`config.mk`:
```
export PLATFORM = sky130hd
export DESIGN_NAME = tpc_fifo
export DESIGN_NICKNAME = d
export VERILOG_FILES = /design/src/hdl/tpc_pkg.sv /design/src/hdl/tpc_fifo.sv
export SDC_FILE = /design/constraint.sdc
export NUM_CORES = 1
export LEC_CHECK = 0
export ABC_CLOCK_PERIOD_IN_PS = 26600
export BUFFER_PORTS_ARGS = -buffer_cell sky130_fd_sc_hd__buf_2
export CAP_MARGIN = 20
export CELL_PAD_IN_SITES_DETAIL_PLACEMENT = 2
export CELL_PAD_IN_SITES_GLOBAL_PLACEMENT = 2
export CORE_UTILIZATION = 45
export DETAILED_ROUTE_END_ITERATION = 8
export GPL_TIMING_DRIVEN = 0
export MAX_ROUTING_LAYER = met4
export PLACE_DENSITY_LB_ADDON = 0.05
export SLEW_MARGIN = 40
export SYNTH_ARGS = -nofsm -noshare
export SYNTH_HDL_FRONTEND = slang
export SYNTH_SLANG_ARGS = --single-unit
```
`constraint.sdc`:
```
create_clock -name clk -period 26.6 [get_ports clk]
set_input_delay 3.99 -clock clk [delete_from_list [all_inputs] [get_ports clk]]
set_output_delay 3.99 -clock clk [all_outputs]
set_load 0.02 [all_outputs]
```
`src/hdl/tpc_pkg.sv`:
```
// ----------------------------------------------------------------------------
// tpc_pkg: shared types and constants for the triangle plane clipper
// Coordinate formats, queue entry layout, clip kinds and register indexes.
// ----------------------------------------------------------------------------
`default_nettype none

package tpc_pkg;

  localparam int CW     = 32;           // coordinate width, signed fixed point
  localparam int FB     = 16;           // fractional bits
  localparam int PROD_W = 2 * CW;       // one coefficient * coordinate product
  localparam int E_W    = 2 * CW + 2;   // signed plane distance, s - (d << FB)
  localparam int DEN_W  = E_W + 1;      // unsigned divider operands
  localparam int PRD_W  = FB + CW + 2;  // t * (Q - P) plus rounding
  localparam int SUM_W  = CW + 3;       // P + scaled product, before clamp

  localparam int Q_DEPTH = 4;
  localparam int Q_AW    = $clog2(Q_DEPTH);
  localparam int Q_CW    = $clog2(Q_DEPTH + 1);

  localparam int CFG_IW = 2;
  localparam logic [CFG_IW-1:0] REG_PLANE_A = 2'd0;
  localparam logic [CFG_IW-1:0] REG_PLANE_B = 2'd1;
  localparam logic [CFG_IW-1:0] REG_PLANE_C = 2'd2;
  localparam logic [CFG_IW-1:0] REG_PLANE_D = 2'd3;

  // clip kinds carried through the queue
  localparam logic [1:0] KIND_PASS = 2'd0;
  localparam logic [1:0] KIND_ONE  = 2'd1;
  localparam logic [1:0] KIND_TWO  = 2'd2;

  // vertex: [0] = x, [1] = y, [2] = z
  typedef logic [2:0][CW-1:0] vert_t;

  typedef struct packed {
    logic [CW-1:0] v0_x;
    logic [CW-1:0] v0_y;
    logic [CW-1:0] v0_z;
    logic [CW-1:0] v1_x;
    logic [CW-1:0] v1_y;
    logic [CW-1:0] v1_z;
    logic [CW-1:0] v2_x;
    logic [CW-1:0] v2_y;
    logic [CW-1:0] v2_z;
  } tri_in_t;

  typedef struct packed {
    logic [CW-1:0] out0_x;
    logic [CW-1:0] out0_y;
    logic [CW-1:0] out0_z;
    logic [CW-1:0] out1_x;
    logic [CW-1:0] out1_y;
    logic [CW-1:0] out1_z;
    logic [CW-1:0] out2_x;
    logic [CW-1:0] out2_y;
    logic [CW-1:0] out2_z;
    logic          last_of_run;
  } tri_out_t;

  typedef struct packed {
    logic [CW-1:0] a;
    logic [CW-1:0] b;
    logic [CW-1:0] c;
    logic [CW-1:0] d;
  } plane_t;

  // vertices in role order: ONE = I0,O0,O1  TWO = I0,I1,O0  PASS = input order
  typedef struct packed {
    logic [1:0]              kind;
    logic [2:0][2:0][CW-1:0] v;
    logic [2:0][E_W-1:0]     e;
  } q_entry_t;

  typedef struct packed {
    logic     vld;
    q_entry_t ent;
  } q_wr_t;

endpackage

`default_nettype wire

```
`src/hdl/tpc_fifo.sv`:
```
// ----------------------------------------------------------------------------
// tpc_fifo: short queue between classifier and clip back end
// Register based, one write and one read per cycle.
// ----------------------------------------------------------------------------
`default_nettype none

module tpc_fifo (
  input  logic                     clk,
  input  logic                     rst_n,
  input  tpc_pkg::q_wr_t           wr,
  input  logic                     rd,
  output tpc_pkg::q_entry_t        rd_data,
  output logic [tpc_pkg::Q_CW-1:0] count
);
  import tpc_pkg::*;

  q_entry_t         mem_r [Q_DEPTH];
  logic [Q_AW-1:0]  wp_r, wp_nxt;
  logic [Q_AW-1:0]  rp_r, rp_nxt;
  logic [Q_CW-1:0]  cnt_r, cnt_nxt;

  always_comb begin
    wp_nxt  = wr.vld ? wp_r + 1'b1 : wp_r;
    rp_nxt  = rd ? rp_r + 1'b1 : rp_r;
    cnt_nxt = cnt_r + Q_CW'(wr.vld) - Q_CW'(rd);
  end

  always_ff @(posedge clk) begin
    if (!rst_n) begin
      wp_r  <= '0;
      rp_r  <= '0;
      cnt_r <= '0;
    end else begin
      wp_r  <= wp_nxt;
      rp_r  <= rp_nxt;
      cnt_r <= cnt_nxt;
    end
  end

  always_ff @(posedge clk) begin
    if (wr.vld) begin
      mem_r[wp_r] <= wr.ent;
    end
  end

  assign rd_data = mem_r[rp_r];
  assign count   = cnt_r;

  a_no_overflow: assert property (@(posedge clk) disable iff (!rst_n)
    !(wr.vld && !rd && cnt_r == Q_CW'(Q_DEPTH)))
    else $error("queue written while full");

  a_no_underflow: assert property (@(posedge clk) disable iff (!rst_n)
    !(rd && cnt_r == '0))
    else $error("queue read while empty");

endmodule

`default_nettype wire

```
==> qor.yml, run 1 <==
route:
  drc: 0
  drtAntennaViolNets: 0
  wl_per_cell_um: 37.54
  drt_wl_total_um: 232100
  dr.pass1.iters: 5
  vias_per_cell: 5.654
  vias: 34960
  drtIter0Drc: 2702
clock_network:
  root_buffer: "clkbuf_16"
  cts.clk_slew.worst_paths_ns: 0.06
  cts_sinks: 1961
  clock_latency_ns: 0.82
  cts_tree: "built"
  post-cts-setup-buffers: 0
  htreeDepth: 4
  hold_buffers: 0
  post_cts_resized: 0
  clock_path_buffers: 3
  cts_made_buffers: 203
power_and_ir_drop:
  clockPowerShare_pct: 39.7
  leakage_nw: 29.05
  switching_power_w: 0.001831
  swShare_pct: 24.85
  power.total_w: 0.007370
  ir_drop_v: 0.00006313
  cellPowerDensity_mw_per_mm2: 85.11
  seq_power_share_pct: 48.9
  intPower_w: 0.005539
  p_comb_share_pct: 11.4
placement:
  io_buffers: 982
  dp_hpwl_um: 154000
  gp_congestion: 0.7819
  placed_area_mm2: 0.07967
grt:
  grt_pass1_vias: 38302
  grt_max_degree: 36
  grt_pass1_wl_um: 309300
  antenna_found_initial: 146
  overflow: 0
  grt_usage_pct: 29.20
timing:
  final-setup-viol-count: 0
  fin_setup_tns_ns: 0
  clock.fmax_ghz: 0.1385
  period_needed_ns: 7.221
  finalHoldViolations: 0
  fin_worst_skew_ns: 0.02455
  maxSlewHeadroom_pct: 49.38
  slew_viol_final: 0
  fin_crit_sh_pct: 27.15
  rsz0062_at_grt: "false"
  worst_pin_slew_ns: 0.7593
synthesis:
  netlist_instances: 2589
  synth_fp_nets: 3088
  ys_seq_elements: 1961
  syn_avg_cell_area_um2: 27.35
  seq_area_frac_synth_pct: 83.02
  netlist_area_mm2: 0.07082
  synth_cell_types: 19
  yosysWarnings: 0
worst_setup_path:
  critPathMaxFanout: 10
  end_kind: "primary output"
  path_class: "register to primary output"
  critPathLaunchType: "register"
  cp_data_arrival_time_ns: 3.23
  cp.required_ns: 22.61
cells_and_area:
  layout_common_cells: "1952 x edfxtp_1, 1033 x buf_2, 488 x mux4_2"
  drive_gt1_share_pct: 48.17
  final_area_mm2: 0.08660
  fin_nets: 4342
  layout-area-overhead-vs-synth_pct: 22.29
  layout_commonest_cell: "edfxtp_1"
hold_path:
  hold_class: "register to register"
die:
  die_area_mm2: 0.1590
  start_util_pct: 45.34
  pin_count: 983
  core_area_mm2: 0.1562
  placementRows: 145
  fp.dieW_um: 398.7
  die_height_um: 398.7
flow_run:
  maxCapViolCount: 0
outcome:
  outcome: "finished, final reports clean"
==> critical path, cell delays in order (launching register included) <==
cell and delay, ns:
dfxtp_1 0.34, buf_2 0.51, clkbuf_2 0.54, buf_2 0.41, mux4_2 0.41, buf_2 0.22
==> logic make-up after synthesis <==
group	count (synthesis)	synth area share (%)
flip-flops	1961	83.02
AO/OA/AOI/OAI	2	0.02119
adder cells (fa/ha/maj)	7	0.1343
AND/OR/NAND/NOR	12	0.09012
multiplexers	489	15.53
XOR/XNOR	3	0.05830
buffers and inverters	115	1.140
==> power by group through the flow <==
stage / Clock (W) / Combinational, W / Sequential, W
final: 0.00293 / 0.000840 / 0.00360
after CTS: 0.00297 / 0.000849 / 0.00360
after global placement: 0 / 0.000771 / 0.00378
after floorplan: 0 / 0.000454 / 0.00372
after global routing: 0.00307 / 0.000875 / 0.00361
after detailed placement: 0 / 0.000835 / 0.00366
==> state kept, by name (all words and copies together) (netlist names), named ones only <==
register and cells:
wp_r 2, mem_r 1952, rp_r 2, count 3
==> layout make-up <==
class | instances | area, um2
Fill cell | 12957 | 69600
Sequential cell | 1961 | 58800
Multi-Input combinational cell | 513 | 11230
Timing Repair Buffer | 1049 | 6256
Clock buffer | 254 | 5420
Tap cell | 2058 | 2575
Clock inverter | 115 | 1222
Buffer | 108 | 785.8
Antenna cell | 118 | 295.3
Inverter | 7 | 26.28
==> synthesized netlist by cell type <==
library cell,count,area share [%]
a21bo_2,1,0.014
ha_1,6,0.11
buf_1,2,0.011
dfxtp_1,9,0.25
buf_6,36,0.57
xor3_1,1,0.034
edfxtp_1,1952,83
xnor2_1,2,0.025
fa_1,1,0.028
nor2_1,5,0.027
nand3b_1,1,0.011
a21oi_1,1,0.0071
clkbuf_1,8,0.042
inv_1,7,0.037
and2_1,6,0.053
mux2i_1,1,0.014
mux4_2,488,16
buf_2,51,0.36
buf_4,11,0.12
==> routing by layer <==
metal / track usage [%] / wire, um / vias up
met4: 12.12 / 10840 / 0
met3: 9.033 / 19980 / 419
met2: 50.26 / 123200 / 1458
li1: - / - / 14031
met5: - / 0 / -
met1: 31.03 / 78140 / 19052
==> worst paths after layout <==
check	start	to	slack (ns)	depth (start not counted)
max	register	rd_data[210]	19.38	5
max reg2reg	wp_r[0]$_SDFFE_PN0P_	mem_r[2][466]$_DFFE_PP_	23.82	8
min	rp_r[0]$_SDFFE_PN0P_	register	0.60	2
min reg2reg	rp_r[0]$_SDFFE_PN0P_	register	0.60	2
==> metrics by stage <==
step	instances	setup WS [ns]	hold slack [ns]	util, %
floorplan	2589	10.74	0.4993	-
CTS	6065	19.27	0.5579	55.25
detailed placement	5696	20.07	0.5439	51.00
global placement	5629	1.377	0.5204	50.13
finish	6183	19.38	0.5982	55.44
global route	6164	19.29	0.6335	55.41
Power figures use the tool's default switching activity.
==> run 2, diff against run 1 <==
--- a/config.mk
+++ b/config.mk
@@ -5,7 +5,7 @@
 export SDC_FILE = /design/constraint.sdc
 export NUM_CORES = 1
 export LEC_CHECK = 0
-export ABC_CLOCK_PERIOD_IN_PS = 26600
+export ABC_CLOCK_PERIOD_IN_PS = 7100
 export BUFFER_PORTS_ARGS = -buffer_cell sky130_fd_sc_hd__buf_2
 export CAP_MARGIN = 20
 export CELL_PAD_IN_SITES_DETAIL_PLACEMENT = 2
==> constraint.sdc (replaced) <==
create_clock -name clk -period 7.1 [get_ports clk]
set_input_delay 1.065 -clock clk [delete_from_list [all_inputs] [get_ports clk]]
set_output_delay 1.065 -clock clk [all_outputs]
set_load 0.02 [all_outputs]
==> run 2 against run 1 <==
Against the previous run: global-route usage down 0.89 points; highest routed layer unchanged; register-to-register slack lost 20 ns; critical path type unchanged; routed wire length down 3.8%.
==> qor.yml, run 2 (synthesis gave the netlist of run 1 again) <==
outcome:
  outcome: "finished, final reports clean"
placement:
  pre_cts_ws_ns: 3.499  # -16.57 ns
  placed_area_mm2: 0.07967  # about the same
  gp_congestion: 0.7876  # +0.73%
  io_buffers: 982  # unchanged
  dp_hpwl_um: 154000  # about the same
worst_setup_path:
  path_class: "register to primary output"
  end_kind: "primary output"
  max_stage_delay_ns: 0.61  # +0.07 ns
  crit_top_cell: "buf_2"
  critPathTopFamily: "buffers and inverters"
  critPathMaxFanout: 10  # unchanged
  cp.required_ns: 6.03  # -16.58 ns
  cp_slowest_cell: "clkbuf_2"
  path_buf_inv: 4  # unchanged
  path_cells: "buf_2 -> clkbuf_2 -> buf_2 -> mux4_2 -> buf_2"
  cp_data_arrival_time_ns: 3.22  # about the same
  critPathLaunchType: "register"
route:
  vias_per_cell: 5.575  # -1.4%
  vias: 34434  # -1.5%
  wl_per_cell_um: 36.18  # -3.6%
  drtAntennaViolNets: 0  # unchanged
  dr.pass1.iters: 7  # +2
  drtIter0Drc: 2740  # +1.4%
  drc: 0  # unchanged
  drt_wl_total_um: 223400  # -3.8%
die:
  pin_count: 983  # unchanged
  start_util_pct: 45.34  # unchanged
  core_area_mm2: 0.1562  # unchanged
  fp.dieW_um: 398.7  # unchanged
  die_area_mm2: 0.1590  # unchanged
  die_height_um: 398.7  # unchanged
  placementRows: 145  # unchanged
clock_network:
  cts_sinks: 1961  # unchanged
  hold_buffers: 0  # unchanged
  root_buffer: "clkbuf_16"
  clock_path_buffers: 3  # unchanged
  cts_made_buffers: 200  # -1.5%
  htreeDepth: 4  # unchanged
  post_cts_resized: 0  # unchanged
  cts_tree: "built"
  post-cts-setup-buffers: 0  # unchanged
  cts.clk_slew.worst_paths_ns: 0.06  # about the same
  clock_latency_ns: 0.81  # about the same
grt:
  grt_usage_pct: 28.31  # -0.89 points
  grt_pass1_vias: 38086  # -0.56%
  grt_max_degree: 36  # unchanged
  grt_pass1_wl_um: 301700  # -2.4%
  antenna_found_initial: 146  # unchanged
  overflow: 0  # unchanged
power_and_ir_drop:
  leakage_nw: 28.82  # -0.79%
  swShare_pct: 24.89  # +0.041 points
  cellPowerDensity_mw_per_mm2: 311.8  # +270%
  power.total_w: 0.02685  # +260%
  intPower_w: 0.02017  # +260%
  seq_power_share_pct: 50.2  # +1.3 points
  ir_drop_v: 0.0002497  # +300%
  switching_power_w: 0.006683  # +260%
  p_comb_share_pct: 11.6  # +0.2 points
  clockPowerShare_pct: 38.2  # -1.5 points
timing:
  setup_slack_ns: 2.820  # -16.56 ns
  rsz0062_at_grt: "false"
  fin_setup_tns_ns: 0  # unchanged
  fin_crit_sh_pct: 60.29
  slew_viol_final: 0  # unchanged
  maxSlewHeadroom_pct: 43.39  # -6.0 points
  fin_worst_skew_ns: 0.02475  # +0.0002068 ns
  clock.fmax_ghz: 0.2336
  final-setup-viol-count: 0  # unchanged
  worst_pin_slew_ns: 0.8492  # +0.08983 ns
  finalHoldViolations: 0  # unchanged
  period_needed_ns: 4.280
cells_and_area:
  final_util_pct: 55.14  # -0.31 points
  final_area_mm2: 0.08613  # -0.55%
  drive_gt1_share_pct: 47.68  # -0.49 points
  layout_commonest_cell: "edfxtp_1"
  largest_reg_flops: 1952  # unchanged
  layout-area-overhead-vs-synth_pct: 21.61
  regMostFlops: "mem_r"
  fin_nets: 4339  # -0.069%
  layout_common_cells: "1952 x edfxtp_1, 1033 x buf_2, 488 x mux4_2"
flow_run:
  maxCapViolCount: 0  # unchanged
hold_path:
  hold_class: "primary input to register"
## run 2: changes by cell type in the layout (fill, tap and decap cells not counted), moves of 3 or more
| cell | change |
|---|---|
| inv_6 | +3 |
| clkinvlp_4 | -3 |
| clkbuf_16 | -5 |
| clkinv_2 | -5 |
| clkinv_1 | +3 |
| clkbuf_1 | +13 |
| bufinv_16 | -13 |
## run 2: power by group through the flow
stage	Clock [W]	Sequential, W	Combinational (W)
after floorplan	0	0.0137	0.00170
after global placement	0	0.0138	0.00289
after detailed placement	0	0.0137	0.00314
after CTS	0.0104	0.0135	0.00317
after global routing	0.0108	0.0135	0.00327
final	0.0102	0.0135	0.00312
## run 2: final timing paths
path,start,to,slack [ns],depth (start not counted)
worst max-delay path,register,rd_data[448],2.82,5
worst min-delay path,wr[19],mem_r[1][19]$_DFFE_PP_,0.48,1
worst max register to register,wp_r[1]$_SDFFE_PN0P_,mem_r[0][50]$_DFFE_PP_,4.20,9
worst min register to register,rp_r[1]$_SDFFE_PN0P_,rp_r[1]$_SDFFE_PN0P_,0.54,2
## run 2: per-stage QoR
stage                     cells  hold slack (ns)
final                      6176           0.4773
after global routing       6144           0.4359
after CTS                  6058           0.4089
after detailed placement   5696           0.5499
after global placement     5629           0.5094
after floorplan            2589           0.4993
## run 2: final cells by class
cell class / instances / area, um2
Clock buffer: 262 / 5344
Antenna cell: 118 / 295.3
Buffer: 108 / 785.8
Multi-Input combinational cell: 513 / 11230
Timing Repair Buffer: 1049 / 6264
Fill cell: 12990 / 70080
Sequential cell: 1961 / 58800
Clock inverter: 100 / 814.5
Tap cell: 2058 / 2575
Inverter: 7 / 26.28
## run 2: routing by layer
layer / vias to the layer above / global-route usage, % / part of all wire (%)
met5: - / - / 0
met4: 0 / 12.06 / 4.5
met3: 408 / 8.824 / 8.7
met2: 1371 / 47.89 / 53
met1: 18627 / 30.70 / 34
li1: 14028 / - / -
